File: src/rtl/aaq_pkg.sv
package aaq_pkg;

	localparam int DEF_OUT_FRAC_BITS   = 14;
	localparam int DEF_TRIG_ITERATIONS = 16;

	// round(2^46 / pi)
	localparam logic [47:0] RAD_K      = 48'd22399066950089;
	localparam logic [33:0] CORDIC_GAIN = 34'd652032874;
	localparam logic [6:0]  DEG_DIV     = 7'd45;

	typedef logic signed [31:0] angle_t;
	typedef logic signed [15:0] axis_t;
	typedef logic signed [15:0] quat_t;

	typedef enum logic [7:0] {
		S_IDLE  = 8'b0000_0001,
		S_PHASE = 8'b0000_0010,
		S_NORM  = 8'b0000_0100,
		S_ROOT  = 8'b0000_1000,
		S_TRIG  = 8'b0001_0000,
		S_MUL   = 8'b0010_0000,
		S_DIV   = 8'b0100_0000,
		S_DONE  = 8'b1000_0000
	} state_t;

	// arctan(2^-i) in phase units, 2^32 per turn
	function automatic logic [29:0] atan_phase(input logic [4:0] i);
		logic [29:0] r;
		case (i)
			5'd0:  r = 30'd536870912;
			5'd1:  r = 30'd316933406;
			5'd2:  r = 30'd167458907;
			5'd3:  r = 30'd85004756;
			5'd4:  r = 30'd42667331;
			5'd5:  r = 30'd21354465;
			5'd6:  r = 30'd10679838;
			5'd7:  r = 30'd5340245;
			5'd8:  r = 30'd2670163;
			5'd9:  r = 30'd1335087;
			5'd10: r = 30'd667544;
			5'd11: r = 30'd333772;
			5'd12: r = 30'd166886;
			5'd13: r = 30'd83443;
			5'd14: r = 30'd41722;
			5'd15: r = 30'd20861;
			5'd16: r = 30'd10430;
			5'd17: r = 30'd5215;
			5'd18: r = 30'd2608;
			5'd19: r = 30'd1304;
			5'd20: r = 30'd652;
			5'd21: r = 30'd326;
			5'd22: r = 30'd163;
			5'd23: r = 30'd81;
			5'd24: r = 30'd41;
			5'd25: r = 30'd20;
			5'd26: r = 30'd10;
			5'd27: r = 30'd5;
			5'd28: r = 30'd3;
			5'd29: r = 30'd1;
			5'd30: r = 30'd1;
			default: r = 30'd0;
		endcase
		return r;
	endfunction

endpackage

File: src/rtl/aaq_if.sv
interface aaq_in_if import aaq_pkg::*; ();
	logic   valid;
	logic   ready;
	angle_t angle;
	logic   in_radians;
	axis_t  axis_x;
	axis_t  axis_y;
	axis_t  axis_z;
	modport source(output valid, angle, in_radians, axis_x, axis_y, axis_z, input ready);
	modport sink(input valid, angle, in_radians, axis_x, axis_y, axis_z, output ready);
endinterface

interface aaq_out_if import aaq_pkg::*; ();
	logic  valid;
	logic  ready;
	quat_t quat_w;
	quat_t quat_x;
	quat_t quat_y;
	quat_t quat_z;
	logic  axis_zero;
	modport source(output valid, quat_w, quat_x, quat_y, quat_z, axis_zero, input ready);
	modport sink(input valid, quat_w, quat_x, quat_y, quat_z, axis_zero, output ready);
endinterface

File: src/rtl/axis_angle_to_quaternion.sv
// axis-angle to unit rotation quaternion
// item channel: angle (Q15.16), in_radians, axis_x/y/z; one transaction per rotation.
// result channel: quat_w/x/y/z (Q1.OUT_FRAC_BITS) and axis_zero; one transaction per item.
// the block works on one item at a time, one bit per cycle through a shared
// shift/subtract datapath:
//   phase: serial multiply (radians) or divide by 45 (degrees)
//   norm: one squarer over the three axis components
//   root: restoring square root
//   trig: TRIG_ITERATIONS cordic rounds, capped at 32
//   divides: 3 restoring divides by the axis length, one per axis component
//   then the transaction is handed to the output register.
// the next item can be taken once the result is in the output register; a zero axis
// skips root, trig and divides and finishes after norm.
// item.ready is high while the block is idle. the output register holds a
// finished result while the receiver stalls, and the next item may be taken
// and worked on meanwhile; it waits at the end only if the register is still full.
// reset empties the output register and returns to idle.
module axis_angle_to_quaternion import aaq_pkg::*; #(
	parameter int OUT_FRAC_BITS   = DEF_OUT_FRAC_BITS,
	parameter int TRIG_ITERATIONS = DEF_TRIG_ITERATIONS
) (
	input logic clk,
	input logic arst_n,
	aaq_in_if.sink item,
	aaq_out_if.source result
);

	localparam int NITER = (TRIG_ITERATIONS > 32) ? 32 : TRIG_ITERATIONS;
	localparam int SH = 30 - OUT_FRAC_BITS;
	localparam logic [35:0] RND = 36'((64'd1 << SH) >> 1);
	localparam logic [35:0] LIM = 36'(64'd1 << OUT_FRAC_BITS);

	state_t state_q;
	logic [5:0] cnt_q;
	angle_t ang_q;
	logic rad_q, neg_q, sgn_q, zero_q, out_valid_q;
	axis_t ax_q, ay_q, az_q;
	logic signed [46:0] acc_q;
	logic [63:0] dv_q;
	logic [35:0] rem_q;
	logic [31:0] root_q, n2_q;
	logic signed [33:0] x_q, y_q, z_q, c_q, s_q;
	logic [1:0] quad_q, comp_q;
	logic signed [32:0] qx_q, qy_q, qz_q;
	quat_t quat_w_q, quat_x_q, quat_y_q, quat_z_q;
	logic axis_zero_q;

	function automatic quat_t to_out(input logic signed [34:0] v);
		logic neg;
		logic [35:0] mag;
		quat_t r;
		neg = v[34];
		mag = neg ? 36'(-$signed({v[34], v})) : 36'({v[34], v});
		mag = (mag + RND) >> SH;
		if (mag > LIM)
			mag = LIM;
		if (neg)
			r = (mag > 36'd32768) ? 16'sh8000 : 16'(-$signed(mag));
		else
			r = (mag > 36'd32767) ? 16'sh7fff : mag[15:0];
		return r;
	endfunction

	// phase datapath
	logic rbit;
	logic signed [47:0] addend, rsum;
	logic [6:0] dtrial;
	logic dge;
	logic [43:0] dq_next;
	logic [31:0] phase, ru;
	logic [1:0] quad;
	logic signed [44:0] u45;

	always_comb begin
		u45 = item.angle[31] ? (-45'(signed'({item.angle, 12'b0})) + 45'sd44)
			: 45'(signed'({item.angle, 12'b0}));
		rbit = ang_q[cnt_q[4:0]];
		addend = '0;
		if (rbit)
			addend = (cnt_q == 6'd31) ? -$signed(RAD_K) : $signed(RAD_K);
		rsum = 48'(acc_q) + addend;
		dtrial = {rem_q[5:0], dv_q[43]};
		dge = dtrial >= DEG_DIV;
		dq_next = {dv_q[42:0], dge};
		if (rad_q)
			phase = rsum[32:1];
		else
			phase = neg_q ? -dq_next[31:0] : dq_next[31:0];
		quad = 2'((phase + 32'h2000_0000) >> 30);
		ru = phase - {quad, 30'b0};
	end

	// norm and root datapath
	axis_t comp;
	logic [31:0] sq, n2_new;
	logic [35:0] rremn;
	logic [33:0] rtrial;
	logic rge;

	always_comb begin
		case (comp_q)
			2'd0: comp = ax_q;
			2'd1: comp = ay_q;
			default: comp = az_q;
		endcase
		sq = 32'(comp) * 32'(comp);
		n2_new = n2_q + sq;
		rremn = {rem_q[33:0], dv_q[63:62]};
		rtrial = {root_q, 2'b01};
		rge = rremn >= {2'b0, rtrial};
	end

	// cordic datapath
	logic [4:0] it;
	logic signed [33:0] xs, ys, xn, yn, zn, at;

	always_comb begin
		it = cnt_q[4:0];
		xs = x_q >>> it;
		ys = y_q >>> it;
		at = $signed({4'b0, atan_phase(it)});
		if (!z_q[33]) begin
			xn = x_q - ys;
			yn = y_q + xs;
			zn = z_q - at;
		end else begin
			xn = x_q + ys;
			yn = y_q - xs;
			zn = z_q + at;
		end
	end

	// divide datapath
	logic [16:0] ma;
	logic [31:0] ms;
	logic [63:0] nprod;
	logic [32:0] dremn;
	logic qge;
	logic [31:0] qn;
	logic signed [32:0] qsigned;

	always_comb begin
		ma = comp[15] ? 17'(-$signed({comp[15], comp})) : 17'({comp[15], comp});
		ms = s_q[33] ? 32'(-s_q) : 32'(s_q);
		nprod = (64'(ma) * 64'(ms)) << 15;
		dremn = {rem_q[31:0], dv_q[31]};
		qge = dremn >= {1'b0, root_q};
		qn = {dv_q[30:0], qge};
		qsigned = sgn_q ? -$signed({1'b0, qn}) : $signed({1'b0, qn});
	end

	logic load_out;
	assign load_out = (state_q == S_DONE) && (!out_valid_q || result.ready);

	always_ff @(posedge clk or negedge arst_n) begin
		if (!arst_n) begin
			state_q <= S_IDLE;
			cnt_q <= '0;
			comp_q <= '0;
		end else begin
			unique case (state_q)
				S_IDLE: begin
					if (item.valid) begin
						cnt_q <= '0;
						state_q <= S_PHASE;
					end
				end
				S_PHASE: begin
					if ((rad_q && cnt_q == 6'd31) || (!rad_q && cnt_q == 6'd43)) begin
						cnt_q <= '0;
						comp_q <= '0;
						state_q <= S_NORM;
					end else
						cnt_q <= cnt_q + 6'd1;
				end
				S_NORM: begin
					if (comp_q == 2'd2) begin
						comp_q <= '0;
						state_q <= (n2_new == '0) ? S_DONE : S_ROOT;
					end else
						comp_q <= comp_q + 2'd1;
				end
				S_ROOT: begin
					if (cnt_q == 6'd31) begin
						cnt_q <= '0;
						state_q <= S_TRIG;
					end else
						cnt_q <= cnt_q + 6'd1;
				end
				S_TRIG: begin
					if (cnt_q == 6'(NITER - 1)) begin
						cnt_q <= '0;
						state_q <= S_MUL;
					end else
						cnt_q <= cnt_q + 6'd1;
				end
				S_MUL: begin
					cnt_q <= '0;
					state_q <= S_DIV;
				end
				S_DIV: begin
					if (cnt_q == 6'd31) begin
						cnt_q <= '0;
						if (comp_q == 2'd2) begin
							comp_q <= '0;
							state_q <= S_DONE;
						end else begin
							comp_q <= comp_q + 2'd1;
							state_q <= S_MUL;
						end
					end else
						cnt_q <= cnt_q + 6'd1;
				end
				S_DONE: begin
					if (load_out)
						state_q <= S_IDLE;
				end
				default: state_q <= S_IDLE;
			endcase
		end
	end

	always_ff @(posedge clk) begin
		case (state_q)
			S_IDLE: begin
				ang_q <= item.angle;
				rad_q <= item.in_radians;
				ax_q <= item.axis_x;
				ay_q <= item.axis_y;
				az_q <= item.axis_z;
				neg_q <= item.angle[31];
				acc_q <= '0;
				rem_q <= '0;
				dv_q <= {20'b0, u45[43:0]};
			end
			S_PHASE: begin
				acc_q <= rsum[47:1];
				rem_q <= {29'b0, dge ? dtrial - DEG_DIV : dtrial};
				dv_q <= {20'b0, dq_next};
				quad_q <= quad;
				z_q <= 34'(signed'(ru));
				x_q <= $signed(CORDIC_GAIN);
				y_q <= '0;
				n2_q <= '0;
			end
			S_NORM: begin
				n2_q <= n2_new;
				zero_q <= n2_new == '0;
				dv_q <= {2'b0, n2_new, 30'b0};
				rem_q <= '0;
				root_q <= '0;
			end
			S_ROOT: begin
				dv_q <= {dv_q[61:0], 2'b0};
				root_q <= {root_q[30:0], rge};
				rem_q <= rge ? rremn - {2'b0, rtrial} : rremn;
			end
			S_TRIG: begin
				x_q <= xn;
				y_q <= yn;
				z_q <= zn;
				if (cnt_q == 6'(NITER - 1)) begin
					case (quad_q)
						2'd1: begin c_q <= -yn; s_q <= xn; end
						2'd2: begin c_q <= -xn; s_q <= -yn; end
						2'd3: begin c_q <= yn; s_q <= -xn; end
						default: begin c_q <= xn; s_q <= yn; end
					endcase
				end
			end
			S_MUL: begin
				rem_q <= {4'b0, nprod[63:32]};
				dv_q <= {32'b0, nprod[31:0]};
				sgn_q <= comp[15] ^ s_q[33];
			end
			S_DIV: begin
				rem_q <= {4'b0, qge ? 32'(dremn - {1'b0, root_q}) : dremn[31:0]};
				dv_q <= {32'b0, qn};
				if (cnt_q == 6'd31) begin
					case (comp_q)
						2'd0: qx_q <= qsigned;
						2'd1: qy_q <= qsigned;
						default: qz_q <= qsigned;
					endcase
				end
			end
			default: ;
		endcase
		if (load_out) begin
			axis_zero_q <= zero_q;
			quat_w_q <= zero_q ? '0 : to_out(35'(c_q));
			quat_x_q <= zero_q ? '0 : to_out(35'(qx_q));
			quat_y_q <= zero_q ? '0 : to_out(35'(qy_q));
			quat_z_q <= zero_q ? '0 : to_out(35'(qz_q));
		end
	end

	always_ff @(posedge clk or negedge arst_n) begin
		if (!arst_n)
			out_valid_q <= 1'b0;
		else if (load_out)
			out_valid_q <= 1'b1;
		else if (result.ready)
			out_valid_q <= 1'b0;
	end

	assign item.ready = state_q == S_IDLE;
	assign result.valid = out_valid_q;
	assign result.quat_w = quat_w_q;
	assign result.quat_x = quat_x_q;
	assign result.quat_y = quat_y_q;
	assign result.quat_z = quat_z_q;
	assign result.axis_zero = axis_zero_q;

	a_accept_starts: assert property (@(posedge clk) disable iff (!arst_n)
		item.valid && item.ready |=> state_q == S_PHASE)
		else $error("accepted transaction did not start phase");

	a_root_nonzero: assert property (@(posedge clk) disable iff (!arst_n)
		state_q == S_ROOT |-> n2_q != '0)
		else $error("square root entered with zero axis");

	a_zero_result: assert property (@(posedge clk) disable iff (!arst_n)
		result.valid && result.axis_zero |-> result.quat_w == '0 && result.quat_x == '0
			&& result.quat_y == '0 && result.quat_z == '0)
		else $error("zero axis result carries nonzero quaternion");

	a_no_overwrite: assert property (@(posedge clk) disable iff (!arst_n)
		out_valid_q && !result.ready |=> $stable(quat_w_q) && $stable(axis_zero_q))
		else $error("pending result overwritten");

endmodule

File: src/flat_wrapper.sv
// flat-port wrapper written by rule: the top's interface ports become plain ports
module axis_angle_to_quaternion_flat import aaq_pkg::*;
#(
	parameter int OUT_FRAC_BITS   = DEF_OUT_FRAC_BITS,
	parameter int TRIG_ITERATIONS = DEF_TRIG_ITERATIONS
)
  (clk, arst_n, item_valid, item_angle, item_in_radians, item_axis_x, item_axis_y, item_axis_z, item_ready, result_valid, result_quat_w, result_quat_x, result_quat_y, result_quat_z, result_axis_zero, result_ready);
  aaq_in_if item_i ();
  aaq_out_if result_i ();
  input logic clk;
  input logic arst_n;
  input wire logic [$bits(item_i.valid)-1:0] item_valid;
  input wire logic [$bits(item_i.angle)-1:0] item_angle;
  input wire logic [$bits(item_i.in_radians)-1:0] item_in_radians;
  input wire logic [$bits(item_i.axis_x)-1:0] item_axis_x;
  input wire logic [$bits(item_i.axis_y)-1:0] item_axis_y;
  input wire logic [$bits(item_i.axis_z)-1:0] item_axis_z;
  output wire logic [$bits(item_i.ready)-1:0] item_ready;
  output wire logic [$bits(result_i.valid)-1:0] result_valid;
  output wire logic [$bits(result_i.quat_w)-1:0] result_quat_w;
  output wire logic [$bits(result_i.quat_x)-1:0] result_quat_x;
  output wire logic [$bits(result_i.quat_y)-1:0] result_quat_y;
  output wire logic [$bits(result_i.quat_z)-1:0] result_quat_z;
  output wire logic [$bits(result_i.axis_zero)-1:0] result_axis_zero;
  input wire logic [$bits(result_i.ready)-1:0] result_ready;
  assign item_i.valid = item_valid;
  assign item_i.angle = item_angle;
  assign item_i.in_radians = item_in_radians;
  assign item_i.axis_x = item_axis_x;
  assign item_i.axis_y = item_axis_y;
  assign item_i.axis_z = item_axis_z;
  assign item_ready = item_i.ready;
  assign result_valid = result_i.valid;
  assign result_quat_w = result_i.quat_w;
  assign result_quat_x = result_i.quat_x;
  assign result_quat_y = result_i.quat_y;
  assign result_quat_z = result_i.quat_z;
  assign result_axis_zero = result_i.axis_zero;
  assign result_i.ready = result_ready;
  axis_angle_to_quaternion #(.OUT_FRAC_BITS(OUT_FRAC_BITS), .TRIG_ITERATIONS(TRIG_ITERATIONS)) u_core (.clk(clk), .arst_n(arst_n), .item(item_i), .result(result_i));
endmodule
File: config.mk
export PLATFORM = sky130hd
export DESIGN_NAME = axis_angle_to_quaternion_flat
export DESIGN_NICKNAME = d
export VERILOG_FILES = /design/src/rtl/aaq_pkg.sv /design/src/rtl/aaq_if.sv /design/src/rtl/axis_angle_to_quaternion.sv /design/src/flat_wrapper.sv
export SDC_FILE = /design/constraint.sdc
export NUM_CORES = 2
export LEC_CHECK = 0
export BUFFER_PORTS_ARGS = -buffer_cell sky130_fd_sc_hd__buf_2
export CAP_MARGIN = 20
export CORE_ASPECT_RATIO = 1.1
export CORE_MARGIN = 2
export CORE_UTILIZATION = 40
export CTS_CLUSTER_DIAMETER = 100
export CTS_CLUSTER_SIZE = 30
export DETAILED_ROUTE_END_ITERATION = 16
export PLACE_DENSITY = 0.64
export RECOVER_POWER = 50
export SKIP_LAST_GASP = 1
export SYNTH_ARGS = -nofsm -noshare
export SYNTH_HDL_FRONTEND = slang
export SYNTH_SLANG_ARGS = --single-unit
export TNS_END_PERCENT = 100
File: constraint.sdc
create_clock -name clk -period 26.4 [get_ports clk]
set_clock_uncertainty 0.05 [all_clocks]
set_input_delay 5.28 -clock clk [delete_from_list [all_inputs] [get_ports clk]]
set_output_delay 5.28 -clock clk [all_outputs]
set_load 0.02 [all_outputs]
== Word level (Yosys, flattened, before mapping) ==
Memory sizes are Yosys's and may differ from the RTL's.
Index checks and enable logic that the tools add are counted.
Cells by class
  add/subtract/negate cells: 35
  $mul: 2
  magnitude comparators: 16
  equal/unequal tests: 23
  shift operators: 2
  muxes and demuxes: 72
  bitwise gates (word level): 2
  reduce and logical (&&, ||, !) cells: 28
Operators by type and width (count)
  $pmux 64 s6: 1
  $mux 36: 8
  $pmux 34 s2: 3
  $pmux 34 s3: 2
  $mux 16: 12
  $pmux 34 s5: 1
  $add 36x16->36 const B: 4
  $gt 36x15->1 const B: 4
  $gt 36x16->1 const B: 4
  $mux 34: 4
  $mux 32: 4
  $pmux 32 s2: 2
  $neg 33->36: 3
  $sub 34x34->34: 3
  $mux 48: 2
  $pmux 47 s2: 1
  $gt 20x15->1 const B: 4
  $mux 20: 4
  $mux 8: 9
  $add 34x34->34: 2
  $neg 34->34: 2
  $sshr 34x5->34: 2
  $neg 16->16: 4
  $neg 32->32: 2
  other kinds (62): 93
Storage, ports and cells
  register bits: 646
  memory bits (read-only): 960
  bits of input ports: 85
  output and inout port bits: 67
  memories kept: 1
Memories
  (no name shown): depth 32, width 30, read ports 1, clocked after memory_dff 0, write ports 0, RTL line aaq_pkg.sv:29  | case (i)

== Depth between registers and ports, before layout ==
  depth after elaboration: 9
  gate-level depth with buffers: 38
  depth with buffers taken out: 35

== Worst setup path after synthesis ==
Ideal clock, no wire load.
  path kind: flip-flop to flip-flop
  from: reg u_core.comp_q[0]
  to: reg u_core.rem_q[27], data pin
  setup time: 0.270 ns
  data arrival time: 9.249 ns
  data required time: 26.080 ns
  slack: 16.831 ns
  cell stages (with the launch flop): 33
  cells stage by stage: dfrtp_1 -> buf_1 -> clkbuf_1 -> mux2i_1 -> o21ai_0 -> nor4_1 -> a21oi_1 -> nor4b_1 -> xnor2_1 -> clkbuf_1 -> nor2_1 -> fa_1 -> fa_1 -> fa_1 -> fa_1 -> fa_1 -> inv_1 -> fa_1 -> inv_1 -> ha_1 -> nand2_1 -> o21ai_0 -> a21o_1 -> a211oi_1 -> a21o_1 -> nand3_1 -> a31oi_1 -> o21ai_0 -> a41oi_1 -> o21ai_0 -> a221oi_1 -> mux2i_1 -> o211ai_1
On the way
  cells in the longest elaborated chain, start to end: 6
RTL lines
  start, declared: RTL line axis_angle_to_quaternion.sv:43  | logic [1:0] quad_q, comp_q;
  start signal, assigned: RTL line axis_angle_to_quaternion.sv:181  | comp_q <= comp_q + 2'd1;
  start signal, assigned: RTL line axis_angle_to_quaternion.sv:208  | comp_q <= comp_q + 2'd1;
  $eq 2x1->1 or $logic_not 2->1 (tied branches): RTL line axis_angle_to_quaternion.sv:101  | case (comp_q)
  $pmux 16 s2 *: RTL line axis_angle_to_quaternion.sv:101
  $neg 16->17: RTL line axis_angle_to_quaternion.sv:143  | ma = comp[15] ? 17'(-$signed({comp[15], comp})) : 17'({comp[15], comp});
  $mux 17 *: RTL line axis_angle_to_quaternion.sv:143
  $mul 17x32->49 *: RTL line axis_angle_to_quaternion.sv:145  | nprod = (64'(ma) * 64'(ms)) << 15;
  $pmux 34 s5 *: RTL line axis_angle_to_quaternion.sv:224  | case (state_q)
  end signal, assigned: RTL line axis_angle_to_quaternion.sv:238  | rem_q <= {29'b0, dge ? dtrial - DEG_DIV : dtrial};
  end signal, assigned: RTL line axis_angle_to_quaternion.sv:256  | rem_q <= rge ? rremn - {2'b0, rtrial} : rremn;
  end signal, assigned: RTL line axis_angle_to_quaternion.sv:272  | rem_q <= {4'b0, nprod[63:32]};
  end, declared: RTL line axis_angle_to_quaternion.sv:40  | logic [35:0] rem_q;
Every way passes the cells marked *; elsewhere a longest branch is shown, timed or not.
A chain may end at the register's enable or synchronous reset.

== Worst setup path in the final report ==
Ends and elaborated chain as after synthesis.

==> impl_metrics.yaml <==
layout:
  layout_common_cells: "inv_1, nand2_1, nor2_1"
  synthToLayoutAreaGrowth_pct: 6.46
  drive_above_1_share_pct: 6.67
  final_net_count: 10311
  final_common_cell: "inv_1"
  multi_input_area_um2: 56300
  area.sequential_um2: 19300
  nFillCells: 19838
sta:
  setup_viol: 0
  max_freq_ghz: 0.0721
  maxSlewHeadroom_pct: -176
  hold_viol: 0
  fin_crit_sh_pct: 52.5
  period_minus_slack_ps: 13860
  setup_tns_ps: 0
  drv_slew: 994
  worstMarginPinSlew_ps: 4140
  grt_setup_unrepaired: "no"
yosys:
  syn-cell-area_um2: 81100
  synth_nets: 10415
  yosysWarningCount: 0
  synth-seq-cells: 644
  synth_ff_type: "edfxtp_1"
  seq_area_frac_synth_pct: 23.8
  async_flop_share_pct: 2.64
  synth_edf_count: 627
  yosysUniqueCellTypes: 99
  syn-instance-count: 9139
  avgSynthCellArea_um2: 8.87
worst_hold_path:
  min_path_cells: 1
  hp-class: "reg -> reg"
  min_to: "u_core.dv_q[46]$_DFFE_PP_"
  worstHoldStart: "u_core.dv_q[44]$_DFFE_PP_"
global_route:
  grt_pass1_wl_um: 404000
  grt_max_degree: 100
  antenna_found_initial: 23
  grt.overflow.total: 0
  grt_usage_pct: 25.3
  grt_pass1_vias: 67322
routing:
  drc_errors: 0
  ant_nets: 0
  vias_per_cell: 5.85
  wl_um: 268000
  vias: 68967
  wl_per_cell_um: 22.7
  drtPass1Iterations: 9
  drtIter0Drc: 7113
clocking:
  clkSinkCount: 644
  cts_buffer_depth: 3
  cts_hold_buf: 0
  post_cts_buffers: 0
  cts_resized: 0
  cts_buffers: 38
  htreeDepth: 2
  clk_latency_ps: 710
  root_buffer: "clkbuf_16"
  cts_tree: "built"
  clkTransAtPathRegs_ps: 120
placement:
  place.gp.congestion: 0.981
  hpwlAfterDp_um: 210000
  io_buffers: 151
worst_setup_path:
  endpoint_kind: "flip-flop"
  r2r-start: "u_core.comp_q[0]$_DFFE_PN0P_"
  reg2reg_depth: 34
  arrival_ps: 14220
  r2r_slack_ps: 12540
  worstReg2RegEnd: "u_core.rem_q[27]$_DFFE_PP_"
  crit_required_ps: 26760
  cp-start-kind: "flip-flop"
  cpPeakStageDelay_ps: 1820
  worst-setup-path-type: "reg -> reg"
  cp_max_fo: 34
  critPathSlowestCell: "clkbuf_1"
die:
  die_area_um2: 206000
  start_util_pct: 40.2
  coreArea_um2: 202000
  die_h_um: 476
  rows: 173
  ios: 152
  die_w_um: 433
outcome:
  violations: "max-capacitance violations, max-slew violations"
  status: "complete, but fails checks"
run:
  drv_cap: 22
==> per-layer routing <==
| layer | track usage [%] | vias up | part of all wire, % |
|---|---|---|---|
| li1 | - | 31452 | - |
| met1 | 34.5 | 34023 | 42 |
| met2 | 38.9 | 2972 | 44 |
| met3 | 5.81 | 504 | 9.5 |
| met4 | 9.60 | 16 | 4.1 |
| met5 | 0.609 | - | 0.090 |
==> worst max-delay path: cells and delay by family (launching register included) <==
family	cells	cell delay, ps
AO/OA/AOI/OAI	11	3330
adder cells (fa/ha/maj)	8	3810
XOR/XNOR	1	140
multiplexers	2	490
buffers and inverters	7	3610
AND/OR/NAND/NOR	5	1030
flip-flops	1	1060
==> sequential cells by signal, summed over array words and instances, names as in the netlist, 31 cells and up <==
register	count
u_core.qx_q	33
u_core.qy_q	33
u_core.qz_q	33
u_core.acc_q	47
u_core.n2_q	32
u_core.z_q	34
u_core.x_q	34
u_core.c_q	34
u_core.root_q	32
u_core.rem_q	34
u_core.s_q	33
u_core.y_q	34
u_core.dv_q	64
u_core.ang_q	31
==> cells in the mapped netlist (72+ instances only) <==
cell type,instances,area (um2)
fa_1,721,14400
nand3_1,141,706
a21oi_1,519,2600
o211ai_1,74,556
xor2_1,260,2280
nor3_1,158,791
clkbuf_1,371,1390
o21ai_0,431,2160
a211oi_1,82,616
nor2b_1,73,457
xnor2_1,410,3590
nor2_1,903,3390
and2_1,108,676
a31oi_1,82,513
nand2b_1,75,469
inv_1,1017,3820
a21o_1,144,1080
mux4_2,72,1620
mux2i_1,126,1260
nand2_1,983,3690
ha_1,470,5880
o31ai_1,80,601
edfxtp_1,627,18800
==> cell type report <==
| class | instances | share of cell area, % |
|---|---|---|
| Timing Repair Buffer | 318 | 2.27 |
| Clock inverter | 23 | 0.558 |
| Inverter | 1030 | 4.48 |
| Tap cell | 2712 | 3.93 |
| Antenna cell | 11 | 0.0319 |
| Sequential cell | 644 | 22.3 |
| Clock buffer | 47 | 1.20 |
| Multi-Input combinational cell | 7003 | 65.2 |
==> stage by stage <==
stage	area [um2]	utilization, %	instances	hold slack [ps]	setup WS, ps
6_report	86300	42.8	11788	477	12540
5_1_grt	86300	42.8	11786	487	12120
4_1_cts	86300	42.8	11771	474	14570
3_5_place_dp	84800	42.0	11701	449	14620
3_3_place_gp	84800	42.0	11699	428	14890
2_1_floorplan	81100	-	9139	374	16830
==> how the worst max path moves through the flow <==
stage                                             from                    endpoint  slack, ps  cells past startpoint
after floorplan           u_core.comp_q[0]$_DFFE_PN0P_  u_core.rem_q[27]$_DFFE_PP_      16830                     32
after global placement    u_core.comp_q[0]$_DFFE_PN0P_  u_core.rem_q[27]$_DFFE_PP_      14890                     33
after detailed placement  u_core.comp_q[0]$_DFFE_PN0P_  u_core.rem_q[27]$_DFFE_PP_      14620                     33
after CTS                 u_core.comp_q[0]$_DFFE_PN0P_  u_core.rem_q[27]$_DFFE_PP_      14570                     33
after global routing      u_core.comp_q[0]$_DFFE_PN0P_  u_core.rem_q[27]$_DFFE_PP_      12120                     34
final                     u_core.comp_q[0]$_DFFE_PN0P_  u_core.rem_q[27]$_DFFE_PP_      12540                     34
==> cell families after synthesis <==
kind of cell | share of synthesized area [%]
and+or+nand+nor | 16.5
AOI/OAI and AO/OA | 15.9
buffers and inverters | 7.09
adders and majority gates | 25.1
xor gates and xnor gates | 7.24
DFF | 23.8
muxes | 4.42
Power is not shown: default switching activity piles up to over one toggle a cycle in this logic, so the estimate is an artifact.
